### config.mk
export PLATFORM = sky130hd
export DESIGN_NAME = uart_8e1_half_duplex_flat
export DESIGN_NICKNAME = d
export VERILOG_FILES = /design/src/u8e1_pkg.sv /design/src/u8e1_if.sv /design/src/u8e1_cfg.sv /design/src/u8e1_core.sv /design/src/u8e1_out_reg.sv /design/src/uart_8e1_half_duplex.sv /design/src/flat_wrapper.sv
export SDC_FILE = /design/constraint.sdc
export NUM_CORES = 1
export LEC_CHECK = 0
export BUFFER_PORTS_ARGS = -buffer_cell sky130_fd_sc_hd__buf_4
export CORE_ASPECT_RATIO = 1.2
export CORE_MARGIN = 3
export CORE_UTILIZATION = 52
export CTS_CLUSTER_DIAMETER = 40
export CTS_CLUSTER_SIZE = 28
export DETAILED_ROUTE_END_ITERATION = 10
export GPL_TIMING_DRIVEN = 1
export PLACE_DENSITY_LB_ADDON = 0.08
export SETUP_SLACK_MARGIN = 0.15
export SYNTH_ARGS = -nofsm -noshare
export SYNTH_HDL_FRONTEND = slang
export SYNTH_SLANG_ARGS = --single-unit
### constraint.sdc
create_clock -name clk -period 4.26 [get_ports clk]
set_clock_uncertainty 0.15 [all_clocks]
set_input_delay 0.213 -clock clk [delete_from_list [all_inputs] [get_ports clk]]
set_output_delay 0.213 -clock clk [all_outputs]
set_load 0.005 [all_outputs]
### src/u8e1_pkg.sv
// Shared types and constants for the 8E1 half-duplex UART.
// No dependencies; all other files import this package.
`timescale 1ns / 1ps

package u8e1_pkg;

  // Frame layout
  localparam int DATA_BITS  = 8;
  localparam int FRAME_BITS = DATA_BITS + 2;     // start + data + parity count-down
  localparam int BITS_W     = $clog2(FRAME_BITS + 1);

  // Field and register widths
  localparam int TICK_W = 16;
  localparam int BYTE_W = 8;

  // Config port
  localparam int CFG_AW = 3;
  localparam int CFG_DW = 32;
  localparam logic CFG_REG_BIT_PERIOD  = 1'b0;
  localparam logic CFG_REG_START_DELAY = 1'b1;
  localparam logic [TICK_W-1:0] BIT_PERIOD_RST  = 16'd416;
  localparam logic [TICK_W-1:0] START_DELAY_RST = 16'd624;

  typedef logic [DATA_BITS-1:0] data_t;
  typedef logic [BITS_W-1:0]    bits_t;
  typedef logic [TICK_W-1:0]    tick_t;

  typedef enum logic [1:0] {
    MODE_IDLE,
    MODE_TX,
    MODE_RX
  } mode_t;

  typedef struct packed {
    tick_t bit_period;
    tick_t start_delay;
  } cfg_t;

  typedef struct packed {
    logic              rx_line;
    logic              tx_request;
    logic [BYTE_W-1:0] tx_byte;
  } item_t;

  typedef struct packed {
    logic              tx_line;
    logic              tx_busy;
    logic              rx_busy;
    logic              rx_valid;
    logic [BYTE_W-1:0] rx_byte;
    logic              parity_error;
    logic              parity_error_sticky;
  } res_t;

endpackage

### src/u8e1_if.sv
// Valid/ready channel interfaces for the UART sample and result words.
// Depends on u8e1_pkg for field widths.
`timescale 1ns / 1ps

interface u8e1_in_if;
  import u8e1_pkg::*;

  logic              valid;
  logic              ready;
  logic              rx_line;
  logic              tx_request;
  logic [BYTE_W-1:0] tx_byte;

  modport source (output valid, output rx_line, output tx_request, output tx_byte,
                  input ready);
  modport sink   (input valid, input rx_line, input tx_request, input tx_byte,
                  output ready);
endinterface

interface u8e1_out_if;
  import u8e1_pkg::*;

  logic              valid;
  logic              ready;
  logic              tx_line;
  logic              tx_busy;
  logic              rx_busy;
  logic              rx_valid;
  logic [BYTE_W-1:0] rx_byte;
  logic              parity_error;
  logic              parity_error_sticky;

  modport source (output valid, output tx_line, output tx_busy, output rx_busy,
                  output rx_valid, output rx_byte, output parity_error,
                  output parity_error_sticky, input ready);
  modport sink   (input valid, input tx_line, input tx_busy, input rx_busy,
                  input rx_valid, input rx_byte, input parity_error,
                  input parity_error_sticky, output ready);
endinterface

### src/u8e1_cfg.sv
// APB-style register file: bit_period and start_delay.
// Depends on u8e1_pkg.
`timescale 1ns / 1ps

module u8e1_cfg (
  input  logic                       clk,
  input  logic                       rst_n,
  input  logic                       psel,
  input  logic                       penable,
  input  logic                       pwrite,
  input  logic [u8e1_pkg::CFG_AW-1:0] paddr,
  input  logic [u8e1_pkg::CFG_DW-1:0] pwdata,
  output logic [u8e1_pkg::CFG_DW-1:0] prdata,
  output logic                       pready,
  output u8e1_pkg::cfg_t             cfg
);
  import u8e1_pkg::*;

  tick_t bit_period_r;
  tick_t start_delay_r;
  logic  reg_idx;
  logic  wr_en;

  assign reg_idx = paddr[2];
  assign wr_en   = psel && penable && pwrite;
  assign pready  = 1'b1;

  always_ff @(posedge clk) begin
    if (!rst_n) begin
      bit_period_r  <= BIT_PERIOD_RST;
      start_delay_r <= START_DELAY_RST;
    end else if (wr_en) begin
      unique case (reg_idx)
        CFG_REG_BIT_PERIOD:  bit_period_r  <= pwdata[TICK_W-1:0];
        CFG_REG_START_DELAY: start_delay_r <= pwdata[TICK_W-1:0];
        default: ;
      endcase
    end
  end

  always_comb begin
    unique case (reg_idx)
      CFG_REG_BIT_PERIOD:  prdata = CFG_DW'(bit_period_r);
      CFG_REG_START_DELAY: prdata = CFG_DW'(start_delay_r);
      default:             prdata = '0;
    endcase
  end

  assign cfg.bit_period  = bit_period_r;
  assign cfg.start_delay = start_delay_r;

endmodule

### src/u8e1_core.sv
// Frame engine: bit timer, TX/RX sequencer, shift register and parity.
// One tick per accepted word. Depends on u8e1_pkg.
`timescale 1ns / 1ps

module u8e1_core (
  input  logic            clk,
  input  logic            rst_n,
  input  logic            step,
  input  u8e1_pkg::item_t item,
  input  u8e1_pkg::cfg_t  cfg,
  output u8e1_pkg::res_t  res
);
  import u8e1_pkg::*;

  localparam bits_t FRAME_CNT = BITS_W'(FRAME_BITS);
  localparam bits_t CNT_ONE   = BITS_W'(1);
  localparam bits_t CNT_TWO   = BITS_W'(2);
  localparam bits_t CNT_THREE = BITS_W'(3);

  mode_t             mode_r,   mode_nxt;
  tick_t             tick_r,   tick_nxt;
  bits_t             bits_r,   bits_nxt;
  data_t             shift_r,  shift_nxt;
  logic              par_r,    par_nxt;
  logic              line_r,   line_nxt;
  logic              rxprev_r, rxprev_nxt;
  logic              sticky_r, sticky_nxt;
  logic [BYTE_W-1:0] hold_r,   hold_nxt;
  logic              valid_nxt;
  logic              perr_nxt;
  tick_t             target;
  logic              fire;
  data_t             tx_data;

  assign tx_data = data_t'(item.tx_byte);
  // RX uses start_delay for the first interval only
  assign target  = (mode_r == MODE_RX && bits_r == FRAME_CNT) ? cfg.start_delay
                                                               : cfg.bit_period;
  assign fire    = (tick_r == target);

  always_comb begin
    mode_nxt   = mode_r;
    tick_nxt   = tick_r;
    bits_nxt   = bits_r;
    shift_nxt  = shift_r;
    par_nxt    = par_r;
    line_nxt   = line_r;
    sticky_nxt = sticky_r;
    hold_nxt   = hold_r;
    rxprev_nxt = item.rx_line;
    valid_nxt  = 1'b0;
    perr_nxt   = 1'b0;

    unique case (mode_r)
      MODE_TX: begin
        tick_nxt = fire ? '0 : tick_r + 1'b1;
        if (fire) begin
          if (bits_r == FRAME_CNT) begin
            line_nxt = 1'b0;
            bits_nxt = bits_r - 1'b1;
          end else if (bits_r >= CNT_TWO) begin
            line_nxt  = shift_r[0];
            shift_nxt = shift_r >> 1;
            bits_nxt  = bits_r - 1'b1;
          end else if (bits_r == CNT_ONE) begin
            line_nxt = par_r;
            bits_nxt = bits_r - 1'b1;
          end else begin
            line_nxt = 1'b1;
            mode_nxt = MODE_IDLE;
          end
        end
      end
      MODE_RX: begin
        tick_nxt = fire ? '0 : tick_r + 1'b1;
        if (fire) begin
          if (bits_r >= CNT_THREE) begin
            shift_nxt = {item.rx_line, shift_r[DATA_BITS-1:1]};
            par_nxt   = par_r ^ item.rx_line;
            bits_nxt  = bits_r - 1'b1;
          end else if (bits_r == CNT_TWO) begin
            par_nxt  = par_r ^ item.rx_line;
            bits_nxt = bits_r - 1'b1;
          end else begin
            hold_nxt   = BYTE_W'(shift_r);
            valid_nxt  = 1'b1;
            perr_nxt   = par_r;
            sticky_nxt = sticky_r | par_r;
            mode_nxt   = MODE_IDLE;
            bits_nxt   = '0;
          end
        end
      end
      default: begin
        if (item.tx_request) begin
          mode_nxt  = MODE_TX;
          tick_nxt  = '0;
          bits_nxt  = FRAME_CNT;
          shift_nxt = tx_data;
          par_nxt   = ^tx_data;
        end else if (rxprev_r && !item.rx_line) begin
          mode_nxt  = MODE_RX;
          tick_nxt  = '0;
          bits_nxt  = FRAME_CNT;
          shift_nxt = '0;
          par_nxt   = 1'b0;
        end
      end
    endcase
  end

  always_ff @(posedge clk) begin
    if (!rst_n) begin
      mode_r   <= MODE_IDLE;
      tick_r   <= '0;
      bits_r   <= '0;
      shift_r  <= '0;
      par_r    <= 1'b0;
      line_r   <= 1'b1;
      rxprev_r <= 1'b1;
      sticky_r <= 1'b0;
      hold_r   <= '0;
    end else if (step) begin
      mode_r   <= mode_nxt;
      tick_r   <= tick_nxt;
      bits_r   <= bits_nxt;
      shift_r  <= shift_nxt;
      par_r    <= par_nxt;
      line_r   <= line_nxt;
      rxprev_r <= rxprev_nxt;
      sticky_r <= sticky_nxt;
      hold_r   <= hold_nxt;
    end
  end

  // Result word reflects post-tick state
  always_comb begin
    res.tx_line             = line_nxt;
    res.tx_busy             = (mode_nxt == MODE_TX);
    res.rx_busy             = (mode_nxt == MODE_RX);
    res.rx_valid            = valid_nxt;
    res.rx_byte             = hold_nxt;
    res.parity_error        = perr_nxt;
    res.parity_error_sticky = sticky_nxt;
  end

endmodule

### src/u8e1_out_reg.sv
// Result register with valid/ready: holds one result word until taken.
// Depends on u8e1_pkg.
`timescale 1ns / 1ps

module u8e1_out_reg (
  input  logic           clk,
  input  logic           rst_n,
  input  logic           load,
  input  u8e1_pkg::res_t res_in,
  input  logic           out_ready,
  output logic           out_valid,
  output logic           can_load,
  output u8e1_pkg::res_t res_out
);
  import u8e1_pkg::*;

  logic valid_r, valid_nxt;
  res_t data_r;

  assign can_load  = !valid_r || out_ready;
  assign valid_nxt = load ? 1'b1 : (valid_r && !out_ready);

  always_ff @(posedge clk) begin
    if (!rst_n) begin
      valid_r <= 1'b0;
    end else begin
      valid_r <= valid_nxt;
    end
  end

  always_ff @(posedge clk) begin
    if (load) begin
      data_r <= res_in;
    end
  end

  assign out_valid = valid_r;
  assign res_out   = data_r;

endmodule

### src/uart_8e1_half_duplex.sv
// Half-duplex UART, 8 data bits LSB first, even parity, 1 stop bit.
// The result word for a tick is registered and shown the cycle after accept.
// Throughput: one tick word per cycle while the result register is empty or being drained;
//   the frame engine advances only on an accepted word and stalls while a result is held.
// Reset (rst_n low, synchronous): idle, TX line high, counters and sticky error cleared,
//   registers back to bit_period 416 / start_delay 624, result register empty.
// Depends on u8e1_pkg, u8e1_if, u8e1_cfg, u8e1_core, u8e1_out_reg.
`timescale 1ns / 1ps

module uart_8e1_half_duplex (
  input  logic                        clk,
  input  logic                        rst_n,
  u8e1_in_if.sink                     in_ch,
  u8e1_out_if.source                  out_ch,
  input  logic                        cfg_psel,
  input  logic                        cfg_penable,
  input  logic                        cfg_pwrite,
  input  logic [u8e1_pkg::CFG_AW-1:0] cfg_paddr,
  input  logic [u8e1_pkg::CFG_DW-1:0] cfg_pwdata,
  output logic [u8e1_pkg::CFG_DW-1:0] cfg_prdata,
  output logic                        cfg_pready
);
  import u8e1_pkg::*;

  cfg_t  cfg;
  item_t item;
  res_t  res_now;
  res_t  res_held;
  logic  can_load;
  logic  step;

  // Register file; the user must change values only while the link is idle (not enforced here)
  u8e1_cfg u_cfg (
    .clk     (clk),
    .rst_n   (rst_n),
    .psel    (cfg_psel),
    .penable (cfg_penable),
    .pwrite  (cfg_pwrite),
    .paddr   (cfg_paddr),
    .pwdata  (cfg_pwdata),
    .prdata  (cfg_prdata),
    .pready  (cfg_pready),
    .cfg     (cfg)
  );

  // A tick word is consumed whenever the result register can take its result
  assign in_ch.ready     = can_load;
  assign step            = in_ch.valid && can_load;
  assign item.rx_line    = in_ch.rx_line;
  assign item.tx_request = in_ch.tx_request;
  assign item.tx_byte    = in_ch.tx_byte;

  // Frame engine: state updates on the accept edge, result computed in the same pass
  u8e1_core u_core (
    .clk   (clk),
    .rst_n (rst_n),
    .step  (step),
    .item  (item),
    .cfg   (cfg),
    .res   (res_now)
  );

  // Result register decouples downstream stalls from the engine
  u8e1_out_reg u_out (
    .clk       (clk),
    .rst_n     (rst_n),
    .load      (step),
    .res_in    (res_now),
    .out_ready (out_ch.ready),
    .out_valid (out_ch.valid),
    .can_load  (can_load),
    .res_out   (res_held)
  );

  assign out_ch.tx_line             = res_held.tx_line;
  assign out_ch.tx_busy             = res_held.tx_busy;
  assign out_ch.rx_busy             = res_held.rx_busy;
  assign out_ch.rx_valid            = res_held.rx_valid;
  assign out_ch.rx_byte             = res_held.rx_byte;
  assign out_ch.parity_error        = res_held.parity_error;
  assign out_ch.parity_error_sticky = res_held.parity_error_sticky;

endmodule

### src/flat_wrapper.sv
// flat-port wrapper written by rule: the top's interface ports become plain ports
module uart_8e1_half_duplex_flat import u8e1_pkg::*;
  (clk, rst_n, cfg_psel, cfg_penable, cfg_pwrite, cfg_paddr, cfg_pwdata, cfg_prdata, cfg_pready, in_ch_valid, in_ch_rx_line, in_ch_tx_request, in_ch_tx_byte, in_ch_ready, out_ch_valid, out_ch_tx_line, out_ch_tx_busy, out_ch_rx_busy, out_ch_rx_valid, out_ch_rx_byte, out_ch_parity_error, out_ch_parity_error_sticky, out_ch_ready);
  u8e1_in_if in_ch_i ();
  u8e1_out_if out_ch_i ();
  input  logic clk;
  input  logic rst_n;
  input  logic cfg_psel;
  input  logic cfg_penable;
  input  logic cfg_pwrite;
  input  logic [u8e1_pkg::CFG_AW-1:0] cfg_paddr;
  input  logic [u8e1_pkg::CFG_DW-1:0] cfg_pwdata;
  output logic [u8e1_pkg::CFG_DW-1:0] cfg_prdata;
  output logic cfg_pready;
  input wire logic [$bits(in_ch_i.valid)-1:0] in_ch_valid;
  input wire logic [$bits(in_ch_i.rx_line)-1:0] in_ch_rx_line;
  input wire logic [$bits(in_ch_i.tx_request)-1:0] in_ch_tx_request;
  input wire logic [$bits(in_ch_i.tx_byte)-1:0] in_ch_tx_byte;
  output wire logic [$bits(in_ch_i.ready)-1:0] in_ch_ready;
  output wire logic [$bits(out_ch_i.valid)-1:0] out_ch_valid;
  output wire logic [$bits(out_ch_i.tx_line)-1:0] out_ch_tx_line;
  output wire logic [$bits(out_ch_i.tx_busy)-1:0] out_ch_tx_busy;
  output wire logic [$bits(out_ch_i.rx_busy)-1:0] out_ch_rx_busy;
  output wire logic [$bits(out_ch_i.rx_valid)-1:0] out_ch_rx_valid;
  output wire logic [$bits(out_ch_i.rx_byte)-1:0] out_ch_rx_byte;
  output wire logic [$bits(out_ch_i.parity_error)-1:0] out_ch_parity_error;
  output wire logic [$bits(out_ch_i.parity_error_sticky)-1:0] out_ch_parity_error_sticky;
  input wire logic [$bits(out_ch_i.ready)-1:0] out_ch_ready;
  assign in_ch_i.valid = in_ch_valid;
  assign in_ch_i.rx_line = in_ch_rx_line;
  assign in_ch_i.tx_request = in_ch_tx_request;
  assign in_ch_i.tx_byte = in_ch_tx_byte;
  assign in_ch_ready = in_ch_i.ready;
  assign out_ch_valid = out_ch_i.valid;
  assign out_ch_tx_line = out_ch_i.tx_line;
  assign out_ch_tx_busy = out_ch_i.tx_busy;
  assign out_ch_rx_busy = out_ch_i.rx_busy;
  assign out_ch_rx_valid = out_ch_i.rx_valid;
  assign out_ch_rx_byte = out_ch_i.rx_byte;
  assign out_ch_parity_error = out_ch_i.parity_error;
  assign out_ch_parity_error_sticky = out_ch_i.parity_error_sticky;
  assign out_ch_i.ready = out_ch_ready;
  uart_8e1_half_duplex u_core (.clk(clk), .rst_n(rst_n), .in_ch(in_ch_i), .out_ch(out_ch_i), .cfg_psel(cfg_psel), .cfg_penable(cfg_penable), .cfg_pwrite(cfg_pwrite), .cfg_paddr(cfg_paddr), .cfg_pwdata(cfg_pwdata), .cfg_prdata(cfg_prdata), .cfg_pready(cfg_pready));
endmodule
==> results.md <==
* Status: complete, no violations
* GP Congestion at 0.909
* Hold Vio Cnt, Final at 0
* Die area at 10800 µm²
* Commonest non-fill, non-tap cells in the layout: nand2_1 (120), dfxtp_1 (75), buf_4 (71), o21ai_0 (29), a21boi_0 (28)
* Power Dens Cells at 302 nW/µm²
* Worst Setup End Kind: register
* Ys Warns at 0
* DRT antenna net count at 0
* Synthesized area per cell at 8.58 µm²
* CTS resizes at 0
* Fin crit share at 86.0%
* Nets at 710
* Clock root buffer: clkbuf_8
* TritonRoute pass-1 iters at 4
* Antenna fix cells at 0
* Worst hold start: out_ch_ready
* H-tree depth at 3
* Fill cell total of the finished layout at 830
* Peak VDD IR at 0.000182 V
* Met3 global-route usage at 3.56%
* GRT Residual Overflow at 0
* Via density at 5.47
* Layout cells sized above 1 at 17.8%
* GRT busiest layer: met2
* Max Root-Sink Buffers at 2
* DPL Wire Length at 9150 µm
* Met1 Resource Use GR at 28.5%
* Reg area at 1920 µm²
* Setup Fix Bufs, Post-CTS at 0
* Met2 usage at 44.2%
* Final setup vio count at 0
* CP arrival at 3.63 ns
* Cells after Synth at 583
* Total of max-cap violations at 0
* Final worst slack at 0.597 ns
* Worst R2R Setup Slack at 0.60 ns
* Clock Sinks at 89
* Net Switching at 490 µW
* Clk network pwr share at 34.4%
* Die width at 95.5 µm
* Number of global-route vias before repair at 4172
* Num CTS Buffers at 9
* IO Count at 101
* Seq cells post-synth at 89
* Final Util at 63.5%
* Clock Latency Late Sink at 0.36 ns
* Sequential power share at 50.9%
* Max-slew violation count at 0
* Cell Count, Final, Fillers Out at 776
* Min-Delay Path Class: in -> reg
* F_max at 0.273 GHz
* First-pass GRT wire length at 20600 µm
* Placed Area at 5480 µm²
* CP Launch Type: register
* Largest net degree at the start of global routing at 78
* Hold buffers post-CTS at 18
* CP max FO at 10
* RSZ-0062 raised after global routing: false
* Sequential share of the synthesized area at 38.4%
* Site Rows at 38
* Crit path launch: u_core.u_core.bits_r[0]
* Reg clk slew, reported paths at 0.09 ns
* Area of the multi-input gates at 2800 µm²
* CTS tree: done
* Setup WS pre-CTS at 0.595 ns
* Buffers on Ports at 65
* Vias at 4245
* Reg2Reg Depth at 9
* Part of the power in combinational logic at 14.7%
* Cell variety after synth at 57
* Tmin final at 3.66 ns
* WS Path Type: reg -> reg
* DR WL/cell at 16.3 µm
* Number of synthesized flops with an enable pin at 14
* Hold Path Sink: u_core.u_out.out_valid
* Die H at 113 µm
* Leak pwr at 0.00231 µW
* Critical Path RT at 4.23 ns
* Initial core utilization at 54.2%
* Net Sw Frac at 27.7%
* Post-Synthesis Cell Area at 5000 µm²
* Layout area overhead at 17.1%
* Overall Global Routing Usage at 24.3%
* Drt drc at 0
* Asr flop ratio synth at 0%
* Top_reg_cell synth: dfxtp_1
* CORE AREA at 9220 µm²
* Initial DRC count at 196
* Worst R2R Start: u_core.u_core.bits_r[0]
* Initial antenna violation count at 0
* Worst slew pin tran at 1.21 ns
* Final WL at 12600 µm
* Final instance area at 5860 µm²
* Internal at 1280 µW
* Setup_tns at 0 ns
* Reg2reg end: u_core.u_out.res_out[3]
* Hold path depth at 3
* Rel. slew slack at 19.2%
* Placed Cells incl. Taps at 742
* Commonest non-fill, non-tap cell in the layout: nand2_1
## per-layer routing
layer / part of all wire [%] / vias up
met5: 0 / -
met4: 1.7 / 0
met3: 2.9 / 15
met2: 53 / 76
met1: 42 / 2018
li1: - / 2136
## registers in the layout, summed over array words and instances, names as in the netlist
name	cells
u_core.u_core.bits_r	4
u_core.u_core.shift_r	8
u_core.u_core.hold_r	8
u_core.u_cfg.start_delay_r	16
u_core.u_core.rxprev_r	1
u_core.u_core.mode_r	2
u_core.u_core.sticky_r	1
u_core.u_cfg.bit_period_r	16
u_core.u_core.line_r	1
u_core.u_out.res_out	14
u_core.u_out.out_valid	1
u_core.u_core.par_r	1
u_core.u_core.tick_r	16
## per-stage QoR
| step | total power, µW | hold slack [ns] |
|---|---|---|
| floorplan | 1090 | 0.187 |
| global placement | 1160 | 0.283 |
| detailed placement | 1170 | 0.290 |
| CTS | 1780 | 0.0171 |
| global route | 1860 | 0.0225 |
| finish | 1770 | 0.0218 |
## cells by family after synthesis
kind of cell,synth area share [%]
muxes,10.2
and+or+nand+nor,22.1
other,0.150
buffers and inverters,6.83
xor gates and xnor gates,3.50
DFF,38.4
AOI/OAI and AO/OA,17.1
adders and majority gates,1.75
## power by group through the flow
stage                     logic, µW  clock network, µW  registers (µW)
after detailed placement        247                  0             919
after global routing            289                669             904
after CTS                       261                619             899
after floorplan                 175                  0             910
after global placement          244                  0             918
final                           261                608             899
## cell type report
cell class	count	area share, %
Multi-Input combinational cell	442	47.7
Clock inverter	6	1.28
Inverter	20	1.28
Clock buffer	10	2.18
Sequential cell	89	32.8
Timing Repair Buffer	89	12.2
Tap cell	120	2.56
## how the worst max path moves through the flow
| stage | to | slack, ns | cells after the start |
|---|---|---|---|
| 2_1_floorplan | u_core.u_out.res_out[2] | 1.11 | 11 |
| 3_3_place_gp | u_core.u_out.res_out[5] | 0.65 | 9 |
| 3_5_place_dp | u_core.u_out.res_out[3] | 0.59 | 9 |
| 4_1_cts | u_core.u_out.res_out[3] | 0.58 | 9 |
| 5_1_grt | u_core.u_out.res_out[9] | 0.40 | 9 |
| 6_report | u_core.u_out.res_out[3] | 0.60 | 9 |
## synth_stat cells (9+ instances only)
master,instances,area share (%)
buf_4,18,2.7
mux2_2,23,5.2
a21oi_1,10,1.0
dfxtp_1,75,30
clkbuf_1,26,2.0
mux2i_1,25,5.0
nand2b_1,16,2.0
nand3_1,19,1.9
edfxtp_1,14,8.4
o21ai_0,29,2.9
nor2b_1,10,1.3
a21o_1,14,2.1
a21boi_0,28,4.2
a22o_1,9,1.6
nor3_1,10,1.0
xnor2_1,17,3.0
inv_1,20,1.5
nor2_1,18,1.4
nand2_1,120,9.0
## worst max-delay path, stage by stage, from the launching register on
cell,delay (ns)
dfxtp_1,0.38
inv_1,0.10
ha_1,0.28
and4b_1,0.56
mux2i_1,0.20
a2111oi_4,0.41
o2111ai_2,0.28
or2_1,0.33
nor2_4,0.31
mux2_2,0.39
(Power assumes the default switching activity.)
